## config.mk

```make
export PLATFORM = sky130hd
export DESIGN_NAME = touch_gesture_detector_top
export DESIGN_NICKNAME = d
export VERILOG_FILES = /design/src/rtl/tgd_pkg.sv /design/src/rtl/tgd_cfg_regs.sv /design/src/rtl/tgd_core.sv /design/src/rtl/touch_gesture_detector_top.sv
export VERILOG_INCLUDE_DIRS = /design/src /design/src/rtl
export SDC_FILE = /design/constraint.sdc
export NUM_CORES = 1
export LEC_CHECK = 0
export BUFFER_PORTS_ARGS = -buffer_cell sky130_fd_sc_hd__buf_2
export CAP_MARGIN = 10
export CORE_ASPECT_RATIO = 1.5
export CORE_MARGIN = 5
export CORE_UTILIZATION = 30
export CTS_CLUSTER_DIAMETER = 80
export DETAILED_ROUTE_END_ITERATION = 16
export PLACE_DENSITY_LB_ADDON = 0.3
export RECOVER_POWER = 25
export SLEW_MARGIN = 15
export SYNTH_ARGS = -nofsm -noshare
export SYNTH_HDL_FRONTEND = slang
export SYNTH_SLANG_ARGS = --single-unit
```

## constraint.sdc

```tcl
create_clock -name clk_i -period 20.6 [get_ports clk_i]
set_input_delay 1.03 -clock clk_i [delete_from_list [all_inputs] [get_ports clk_i]]
set_output_delay 1.03 -clock clk_i [all_outputs]
set_load 0.1 [all_outputs]
```

## src/rtl/assert_macros.svh

```systemverilog
// Assertion macros shared by the touch gesture detector RTL.
`ifndef ASSERT_MACROS_SVH
`define ASSERT_MACROS_SVH

// Concurrent assertion on an explicit clock and active-low reset.
`define TGD_ASSERT_CLK(lbl, clk, rstn, prop, msg) \
  lbl: assert property (@(posedge clk) disable iff (!rstn) (prop)) else $error(msg);

// Concurrent assertion on the block clock and reset.
`define TGD_ASSERT(lbl, prop, msg) \
  `TGD_ASSERT_CLK(lbl, clk_i, rst_ni, prop, msg)

`endif

```

## src/rtl/tgd_pkg.sv

```systemverilog
// Types, register codes and constants of the touch gesture detector.
package tgd_pkg;

  // Field widths
  localparam int unsigned ReadingW  = 16;
  localparam int unsigned TimeW     = 32;
  localparam int unsigned MsW       = 16;
  localparam int unsigned PctW      = 7;
  localparam int unsigned CfgIdxW   = 2;
  localparam int unsigned CfgDataW  = 16;

  // Calibration accumulator and reciprocal widths (reciprocal stays below 2^25 + 1
  // for any sample count from 1 to 256)
  localparam int unsigned CalSumW   = 24;
  localparam int unsigned CalRecipW = 26;

  localparam int unsigned CalSamplesDefault = 16;

  // Register reset values
  localparam logic [PctW-1:0] ThresholdPctReset = 7'd80;
  localparam logic [MsW-1:0]  DebounceReset     = 16'd50;
  localparam logic [MsW-1:0]  LongPressReset    = 16'd800;
  localparam logic [MsW-1:0]  DoubleTapReset    = 16'd300;

  // Threshold scale: touched when reading < baseline * percent / PctScale
  localparam logic [7:0] PctScale = 8'd100;

  typedef enum logic [CfgIdxW-1:0] {
    CfgThresholdPct = 2'd0,
    CfgDebounceMs   = 2'd1,
    CfgLongPressMs  = 2'd2,
    CfgDoubleTapMs  = 2'd3
  } cfg_idx_e;

  typedef enum logic {
    ReqSample = 1'b0,
    ReqRecal  = 1'b1
  } req_e;

  typedef struct packed {
    logic [PctW-1:0] threshold_pct;
    logic [MsW-1:0]  debounce_ms;
    logic [MsW-1:0]  long_press_ms;
    logic [MsW-1:0]  double_tap_ms;
  } cfg_t;

  typedef struct packed {
    logic                req_type;
    logic [ReadingW-1:0] raw_reading;
    logic [TimeW-1:0]    now_ms;
  } item_t;

  typedef struct packed {
    logic                tap_event;
    logic                double_tap_event;
    logic                long_press_event;
    logic                touched_now;
    logic                calibrating_now;
    logic [ReadingW-1:0] baseline_out;
  } result_t;

endpackage

```

## src/rtl/tgd_cfg_regs.sv

```systemverilog
// Configuration register file of the touch gesture detector.
module tgd_cfg_regs (
  input  logic                          clk_i,
  input  logic                          rst_ni,
  input  logic                          cfg_valid_i,
  output logic                          cfg_ready_o,
  input  logic [tgd_pkg::CfgIdxW-1:0]   cfg_index_i,
  input  logic [tgd_pkg::CfgDataW-1:0]  cfg_data_i,
  output tgd_pkg::cfg_t                 cfg_o
);

  tgd_pkg::cfg_t cfg_q, cfg_d;

  // Writes are always taken
  assign cfg_ready_o = 1'b1;

  // Register write decode
  always_comb begin
    cfg_d = cfg_q;
    if (cfg_valid_i) begin
      unique case (tgd_pkg::cfg_idx_e'(cfg_index_i))
        tgd_pkg::CfgThresholdPct: cfg_d.threshold_pct = cfg_data_i[tgd_pkg::PctW-1:0];
        tgd_pkg::CfgDebounceMs:   cfg_d.debounce_ms   = cfg_data_i;
        tgd_pkg::CfgLongPressMs:  cfg_d.long_press_ms = cfg_data_i;
        tgd_pkg::CfgDoubleTapMs:  cfg_d.double_tap_ms = cfg_data_i;
        default:                  cfg_d = cfg_q;
      endcase
    end
  end

  always_ff @(posedge clk_i or negedge rst_ni) begin
    if (!rst_ni) begin
      cfg_q.threshold_pct <= tgd_pkg::ThresholdPctReset;
      cfg_q.debounce_ms   <= tgd_pkg::DebounceReset;
      cfg_q.long_press_ms <= tgd_pkg::LongPressReset;
      cfg_q.double_tap_ms <= tgd_pkg::DoubleTapReset;
    end else begin
      cfg_q <= cfg_d;
    end
  end

  assign cfg_o = cfg_q;

endmodule

```

## src/rtl/tgd_core.sv

```systemverilog
// Calibration, baseline tracking and gesture timing for one item per cycle while fire_i is high.
module tgd_core #(
  parameter int unsigned CAL_SAMPLES = tgd_pkg::CalSamplesDefault
) (
  input  logic            clk_i,
  input  logic            rst_ni,
  input  logic            fire_i,
  input  tgd_pkg::item_t  item_i,
  input  tgd_pkg::cfg_t   cfg_i,
  output tgd_pkg::result_t result_o
);

  localparam int unsigned CntW     = $clog2(CAL_SAMPLES + 1);
  localparam int unsigned CalShift = tgd_pkg::CalSumW + $clog2(CAL_SAMPLES);
  localparam int unsigned ProdW    = tgd_pkg::CalSumW + tgd_pkg::CalRecipW;
  localparam int unsigned ThrW     = tgd_pkg::ReadingW + tgd_pkg::PctW;
  // ceil(2^CalShift / CAL_SAMPLES): exact floor division for every 24-bit sum
  localparam logic [tgd_pkg::CalRecipW-1:0] CalRecip = tgd_pkg::CalRecipW'(
      ((64'd1 << CalShift) + 64'(CAL_SAMPLES) - 64'd1) / 64'(CAL_SAMPLES));
  localparam logic [CntW-1:0] CalLast = CntW'(CAL_SAMPLES - 1);

  // Gesture and calibration state
  logic                            pressing_q, pressing_d;
  logic                            tap_pending_q, tap_pending_d;
  logic                            long_fired_q, long_fired_d;
  logic                            cal_active_q, cal_active_d;
  logic [CntW-1:0]                 cal_count_q, cal_count_d;
  logic [tgd_pkg::CalSumW-1:0]     cal_sum_q, cal_sum_d;
  logic [tgd_pkg::ReadingW-1:0]    baseline_q, baseline_d;
  logic [tgd_pkg::PctW-1:0]        pct_q, pct_d;
  logic [tgd_pkg::TimeW-1:0]       press_start_q, press_start_d;
  logic [tgd_pkg::TimeW-1:0]       tap_time_q, tap_time_d;

  logic [tgd_pkg::ReadingW-1:0]    rd;
  logic [tgd_pkg::TimeW-1:0]       now;
  logic [tgd_pkg::CalSumW-1:0]     sum_next;
  logic [ProdW-1:0]                cal_prod;
  logic [ThrW-1:0]                 thr_prod;
  logic [ThrW:0]                   rd_scaled;
  logic                            touched;
  logic signed [tgd_pkg::ReadingW:0] delta, step, drift;
  logic [tgd_pkg::TimeW-1:0]       since_tap, held;
  logic [tgd_pkg::TimeW-1:0]       dtap_w, long_w, deb_w;
  logic                            tap_expired;
  tgd_pkg::result_t                res;

  assign rd  = item_i.raw_reading;
  assign now = item_i.now_ms;

  // Calibration average via reciprocal multiply
  assign sum_next = cal_sum_q + tgd_pkg::CalSumW'(rd);
  assign cal_prod = ProdW'(sum_next) * ProdW'(CalRecip);

  // Touch test without a divider: rd < floor(b*p/100) <=> 100*(rd+1) <= b*p;
  // a full-scale reading never passes the saturated threshold
  assign thr_prod  = ThrW'(baseline_q) * ThrW'(pct_q);
  assign rd_scaled = (ThrW + 1)'({1'b0, rd} + 17'd1) * (ThrW + 1)'(tgd_pkg::PctScale);
  assign touched   = (rd != '1) && (rd_scaled <= {1'b0, thr_prod});

  // Drift step, signed division by 16 truncated toward zero
  assign delta = $signed({1'b0, rd}) - $signed({1'b0, baseline_q});
  assign step  = delta[tgd_pkg::ReadingW] ? ((delta + 17'sd15) >>> 4) : (delta >>> 4);
  assign drift = $signed({1'b0, baseline_q}) + step;

  // Elapsed times, modulo 2^32
  assign since_tap   = now - tap_time_q;
  assign held        = now - press_start_q;
  assign dtap_w      = tgd_pkg::TimeW'(cfg_i.double_tap_ms);
  assign long_w      = tgd_pkg::TimeW'(cfg_i.long_press_ms);
  assign deb_w       = tgd_pkg::TimeW'(cfg_i.debounce_ms);
  assign tap_expired = since_tap > dtap_w;

  // Next state and result for the item in the input register
  always_comb begin
    pressing_d    = pressing_q;
    tap_pending_d = tap_pending_q;
    long_fired_d  = long_fired_q;
    cal_active_d  = cal_active_q;
    cal_count_d   = cal_count_q;
    cal_sum_d     = cal_sum_q;
    baseline_d    = baseline_q;
    pct_d         = pct_q;
    press_start_d = press_start_q;
    tap_time_d    = tap_time_q;
    res           = '0;

    if (item_i.req_type == tgd_pkg::ReqRecal) begin
      pressing_d    = 1'b0;
      press_start_d = '0;
      tap_pending_d = 1'b0;
      tap_time_d    = '0;
      long_fired_d  = 1'b0;
      cal_active_d  = 1'b1;
      cal_count_d   = '0;
      cal_sum_d     = '0;
    end else if (cal_active_q) begin
      // Accumulate; at the last sample latch the average
      if (cal_count_q == CalLast) begin
        baseline_d   = cal_prod[CalShift +: tgd_pkg::ReadingW];
        pct_d        = cfg_i.threshold_pct;
        cal_active_d = 1'b0;
        cal_count_d  = '0;
        cal_sum_d    = '0;
      end else begin
        cal_count_d = cal_count_q + CntW'(1);
        cal_sum_d   = sum_next;
      end
    end else begin
      res.touched_now = touched;

      // Pending single tap whose window ran out
      if (tap_pending_q && !touched && tap_expired) begin
        res.tap_event = 1'b1;
        tap_pending_d = 1'b0;
      end

      if (!pressing_q) begin
        if (touched) begin
          pressing_d    = 1'b1;
          press_start_d = now;
        end else begin
          baseline_d = drift[tgd_pkg::ReadingW-1:0];
          pct_d      = cfg_i.threshold_pct;
        end
      end else if (!touched) begin
        // Release
        priority if (long_fired_q) begin
          long_fired_d = 1'b0;
        end else if (held >= long_w) begin
          res.long_press_event = 1'b1;
          tap_pending_d        = 1'b0;
        end else if (held >= deb_w) begin
          if (tap_pending_q && !tap_expired) begin
            res.double_tap_event = 1'b1;
            tap_pending_d        = 1'b0;
          end else begin
            tap_pending_d = 1'b1;
            tap_time_d    = now;
          end
        end else begin
          // Bounce: too short to count
          tap_pending_d = tap_pending_d;
        end
        pressing_d = 1'b0;
      end else if (held >= long_w && !long_fired_q) begin
        // Long press reached while held
        res.long_press_event = 1'b1;
        long_fired_d         = 1'b1;
        tap_pending_d        = 1'b0;
      end
    end

    res.calibrating_now = cal_active_d;
    res.baseline_out    = baseline_d;
  end

  // Control state
  always_ff @(posedge clk_i or negedge rst_ni) begin
    if (!rst_ni) begin
      pressing_q    <= 1'b0;
      tap_pending_q <= 1'b0;
      long_fired_q  <= 1'b0;
      cal_active_q  <= 1'b1;
      cal_count_q   <= '0;
      cal_sum_q     <= '0;
      baseline_q    <= '0;
      pct_q         <= tgd_pkg::ThresholdPctReset;
      press_start_q <= '0;
      tap_time_q    <= '0;
    end else if (fire_i) begin
      pressing_q    <= pressing_d;
      tap_pending_q <= tap_pending_d;
      long_fired_q  <= long_fired_d;
      cal_active_q  <= cal_active_d;
      cal_count_q   <= cal_count_d;
      cal_sum_q     <= cal_sum_d;
      baseline_q    <= baseline_d;
      pct_q         <= pct_d;
      press_start_q <= press_start_d;
      tap_time_q    <= tap_time_d;
    end
  end

  assign result_o = res;

endmodule

```

## src/rtl/touch_gesture_detector_top.sv

```systemverilog
// Top level of the touch gesture detector: handshake registers, config and core.

// Touch gesture detector. Each sample transfer carries a reading and a
// millisecond timestamp and yields exactly one result transfer with tap,
// double tap and long press pulses, the touch flag, the calibration flag and
// the baseline. An item is held in the input register and is then evaluated
// by the core into the result register, so one item per cycle is sustained
// while the result side is not stalled; result valid rises when the item
// moves from the input register into the result register. The rate is set
// by the state feedback through the core (touch test multiplier, baseline
// update, calibration reciprocal multiply), which is combinational between
// the state registers. After reset and after a recalibrate item the first
// CAL_SAMPLES readings form the baseline. Configuration writes are taken in
// any cycle and should be made while no item is in flight.
module touch_gesture_detector_top #(
  parameter int unsigned CAL_SAMPLES = tgd_pkg::CalSamplesDefault
) (
  input  logic                          clk_i,
  input  logic                          rst_ni,
  // Configuration write channel
  input  logic                          cfg_valid_i,
  output logic                          cfg_ready_o,
  input  logic [tgd_pkg::CfgIdxW-1:0]   cfg_index_i,
  input  logic [tgd_pkg::CfgDataW-1:0]  cfg_data_i,
  // Input channel
  input  logic                          in_valid_i,
  output logic                          in_stall_o,
  input  logic                          req_type_i,
  input  logic [tgd_pkg::ReadingW-1:0]  raw_reading_i,
  input  logic [tgd_pkg::TimeW-1:0]     now_ms_i,
  // Result channel
  output logic                          out_valid_o,
  input  logic                          out_stall_i,
  output logic                          tap_event_o,
  output logic                          double_tap_event_o,
  output logic                          long_press_event_o,
  output logic                          touched_now_o,
  output logic                          calibrating_now_o,
  output logic [tgd_pkg::ReadingW-1:0]  baseline_out_o
);

  `include "assert_macros.svh"

  tgd_pkg::cfg_t    cfg;
  tgd_pkg::item_t   item_q;
  tgd_pkg::result_t result, result_q;
  logic             in_valid_q;
  logic             out_valid_q;
  logic             advance;
  logic             in_take;

  // Register file
  tgd_cfg_regs u_cfg (
    .clk_i       (clk_i),
    .rst_ni      (rst_ni),
    .cfg_valid_i (cfg_valid_i),
    .cfg_ready_o (cfg_ready_o),
    .cfg_index_i (cfg_index_i),
    .cfg_data_i  (cfg_data_i),
    .cfg_o       (cfg)
  );

  // Item moves on when the result register is free or being emptied
  assign advance    = in_valid_q && (!out_valid_q || !out_stall_i);
  assign in_stall_o = in_valid_q && !advance;
  assign in_take    = in_valid_i && !in_stall_o;

  // Input register
  always_ff @(posedge clk_i or negedge rst_ni) begin
    if (!rst_ni) begin
      in_valid_q <= 1'b0;
    end else if (in_take) begin
      in_valid_q <= 1'b1;
    end else if (advance) begin
      in_valid_q <= 1'b0;
    end
  end

  always_ff @(posedge clk_i) begin
    if (in_take) begin
      item_q.req_type    <= req_type_i;
      item_q.raw_reading <= raw_reading_i;
      item_q.now_ms      <= now_ms_i;
    end
  end

  tgd_core #(
    .CAL_SAMPLES (CAL_SAMPLES)
  ) u_core (
    .clk_i    (clk_i),
    .rst_ni   (rst_ni),
    .fire_i   (advance),
    .item_i   (item_q),
    .cfg_i    (cfg),
    .result_o (result)
  );

  // Result register
  always_ff @(posedge clk_i or negedge rst_ni) begin
    if (!rst_ni) begin
      out_valid_q <= 1'b0;
    end else if (advance) begin
      out_valid_q <= 1'b1;
    end else if (!out_stall_i) begin
      out_valid_q <= 1'b0;
    end
  end

  always_ff @(posedge clk_i) begin
    if (advance) begin
      result_q <= result;
    end
  end

  assign out_valid_o        = out_valid_q;
  assign tap_event_o        = result_q.tap_event;
  assign double_tap_event_o = result_q.double_tap_event;
  assign long_press_event_o = result_q.long_press_event;
  assign touched_now_o      = result_q.touched_now;
  assign calibrating_now_o  = result_q.calibrating_now;
  assign baseline_out_o     = result_q.baseline_out;

  // A double tap never coincides with a single tap or a long press
  `TGD_ASSERT(a_dbl_excl, out_valid_o |-> !(double_tap_event_o && (tap_event_o || long_press_event_o)), "double tap with other event")
  // Calibrating results carry no touch and no events
  `TGD_ASSERT(a_cal_quiet, (out_valid_o && calibrating_now_o) |-> !(touched_now_o || tap_event_o || double_tap_event_o || long_press_event_o), "activity while calibrating")
  // A held item with a free result side shows up as a result next cycle
  `TGD_ASSERT(a_item_moves, (in_valid_q && !out_stall_i) |=> out_valid_o, "item lost between stages")
  // Input side only stalls while an item waits behind a stalled result
  `TGD_ASSERT(a_stall_cause, in_stall_o |-> (out_valid_o && out_stall_i), "spurious input stall")

endmodule

```

==> flow_summary.toml <==
[status]
outcome = "complete, but fails checks"
violations = "max-capacitance violations, max-slew violations"

[synthesis]
syn_inst = 2504
yosysSeqAreaShare = 0.283
synth_nets = 2937
synth_seq_cells = 243
synth_edf_count = 70
synth_cell_types = 88
synth.avg_cell_area_sq_um = 9.10
syn-cell-area_sq_um = 22800
synth_ff_type = "dfrtp_1"
yosys_warnings = 0
async_reset_ff_frac = 0.712

[cts]
cts_hold_buf = 0
worstSkewPairLatency_ps = 600
clockBufferDepth = 3
cts_tree = "done"
cts_resized = 0
clockRootBuffer = "clkbuf_16"
cts.sinks = 243
postCtsSetupRepairBufs = 0
clk_pin_slew_ps = 60
htree_levels = 1
cts_made_buffers = 28

[worst_setup_path]
worst_r2r_startpoint = "u_core.baseline_q[1]"
regToRegEndpoint = "u_core.baseline_q[9]"
startpoint = "u_core.baseline_q[1]"
r2r_cells = 31
crit_slowest_cell = "o221ai_1"
start_kind = "register"
critPathMostFrequentCell = "fa_1"
crit_required_ps = 21070
crit_path_end_kind = "register"
worstPathArrival_ps = 9090
slowest_delay_ps = 790
crit_end = "u_core.baseline_q[9]"
crit_type = "reg -> reg"
worst-r2r-setup-slack_ps = 11980
cp_max_fo = 14

[cells_and_area]
fin_util = 0.336
final_cells = 3583
nNetsFinal = 2993
syn_to_final_growth_pct = 10.7
final_layout_size_suffix_gt1_frac = 0.102
fillCellCount = 7966
final_common_cell = "ha_1"
final_cell_mix = "275 x ha_1, 267 x inv_1, 245 x nand2_1"

[detailed_routing]
viasPerCell = 5.16
vias = 18487
firstDrtPassIters = 7
post-route-drc-count = 0
ant_nets = 0
wl_per_cell_microns = 19.1
wl_mm = 68.3
drtIter0Drc = 670

[floorplan]
core_sq_um = 75100
die_h_microns = 347
die_area_sq_um = 81600
io_pins = 96
rows = 123
dieWidth_microns = 235
start_util = 0.303

[timing]
period_minus_slack_ps = 8620
holdWs_ps = 480
tightestPinTransition_ps = 3560
fin_skew_ps = 24.7
rsz0062_at_grt = "no"
slew_violations = 178
hold_viol_final = 0
finalCritPeriodShare = 0.418
slew_headroom = -1.37
setup_violations = 0
tns_ps = 0
max_freq_mhz = 116

[power]
p_leak_nw = 11.6
peakVddDrop_uv = 70.9
p_total_w = 0.00285
cellPowerDensity_nw_per_um2 = 113

[grt]
grt_use_total = 0.164
grt_max_degree = 65
grtUsageMet3 = 0.0156
use_met2 = 0.327
grt_pass1_wl_mm = 107
grt_pass1_vias = 19409
grt_use_met1 = 0.172
top_usage_layer = "met2"
antenna_found_initial = 1
overflow = 0

[min_path]
hold_path_class = "reg -> reg"

[place]
dp_hpwl_mm = 54.9
dp_cells = 3530
place_congestion = 0.925
numPortBuffers = 94

[run]
cap_violations = 3
registers in the layout, indices dropped and copies added, names as in the netlist, 5 cells and up:
name	count
u_core.press_start_q	32
u_core.tap_time_q	32
u_core.cal_count_q	5
baseline_out_o	16
u_core.cal_sum_q	20
u_core.pct_q	7
u_cfg.cfg_o	55
item_q	49
u_core.baseline_q	16
Yosys cell counts (58+ instances only):
cell type / n / share of area
ha_1: 275 / 0.15
inv_1: 268 / 0.044
nand2_1: 245 / 0.040
dfrtp_1: 158 / 0.17
o21ai_0: 143 / 0.031
nor2_1: 120 / 0.020
a21oi_1: 113 / 0.025
fa_1: 86 / 0.076
and2_1: 85 / 0.023
xnor2_1: 79 / 0.030
edfxtp_1: 70 / 0.092
clkbuf_1: 69 / 0.011
mux2_2: 67 / 0.033
a21o_1: 58 / 0.019
through the flow:
stage / area, sq um / setup WS, ps
2_1_floorplan: 22800 / 12990
3_3_place_gp: 24300 / 12110
3_5_place_dp: 24300 / 11990
4_1_cts: 25200 / 11970
5_1_grt: 25200 / 11320
6_report: 25200 / 11980
worst max-delay path, delay by kind of cell (launching register included):
family	cells	cell delay, ps
xor gates and xnor gates	1	100
DFF	1	690
buffers and inverters	4	450
muxes	1	260
adders and majority gates	6	2730
and+or+nand+nor	8	1480
AOI/OAI and AO/OA	11	2810
kinds of logic (layout without fill, tap and decap cells):
kind of cell | Yosys count | in the layout | share of synthesized area
AOI/OAI and AO/OA | 599 | 599 | 0.180
xor gates and xnor gates | 134 | 134 | 0.0515
adders and majority gates | 361 | 361 | 0.227
buffers and inverters | 350 | 428 | 0.0591
DFF | 243 | 243 | 0.283
muxes | 79 | 79 | 0.0384
other | 1 | 2 | 0.000165
and+or+nand+nor | 737 | 737 | 0.162
worst min path at each step:
stage | startpoint | end | slack [ps] | cells after the start
4_1_cts | rst_ni | u_core.press_start_q[24] | 440 | 1
2_1_floorplan | u_core.press_start_q[10] | u_core.press_start_q[10] | 450 | 2
3_5_place_dp | u_core.press_start_q[3] | u_core.press_start_q[3] | 470 | 2
3_3_place_gp | u_core.press_start_q[11] | u_core.press_start_q[11] | 460 | 2
5_1_grt | u_core.tap_time_q[8] | u_core.tap_time_q[8] | 500 | 1
6_report | u_core.press_start_q[3] | u_core.press_start_q[3] | 480 | 2
power breakdown:
| part | switching [W] | internal (W) | total (W) |
|---|---|---|---|
| Clock | 0.000221 | 0.000302 | 0.000523 |
| Sequential | 0.0000912 | 0.000588 | 0.000679 |
| Combinational | 0.000978 | 0.000673 | 0.00165 |
| Total | 0.00129 | 0.00156 | 0.00285 |
layer usage:
layer | wire length [microns] | part of all wire | up-vias
met5 | 0 | 0 | -
met4 | 3490 | 0.051 | 0
met3 | 1760 | 0.026 | 149
met2 | 37700 | 0.55 | 304
met1 | 25400 | 0.37 | 9005
li1 | - | - | 9029
area by class of cell:
type                       instances  area [sq um]  share of cell area
inverter                         269          1010              0.0401
tap                             1000          1250              0.0496
multi-input combinational       1911         15000               0.595
sequential                       243          6450               0.256
clock buffer                      35           768              0.0305
clock inverter                    17           176             0.00700
timing repair buffer             107           549              0.0218
antenna                            1          2.50           0.0000993
Note: power is estimated with default switching activity, not from simulation.
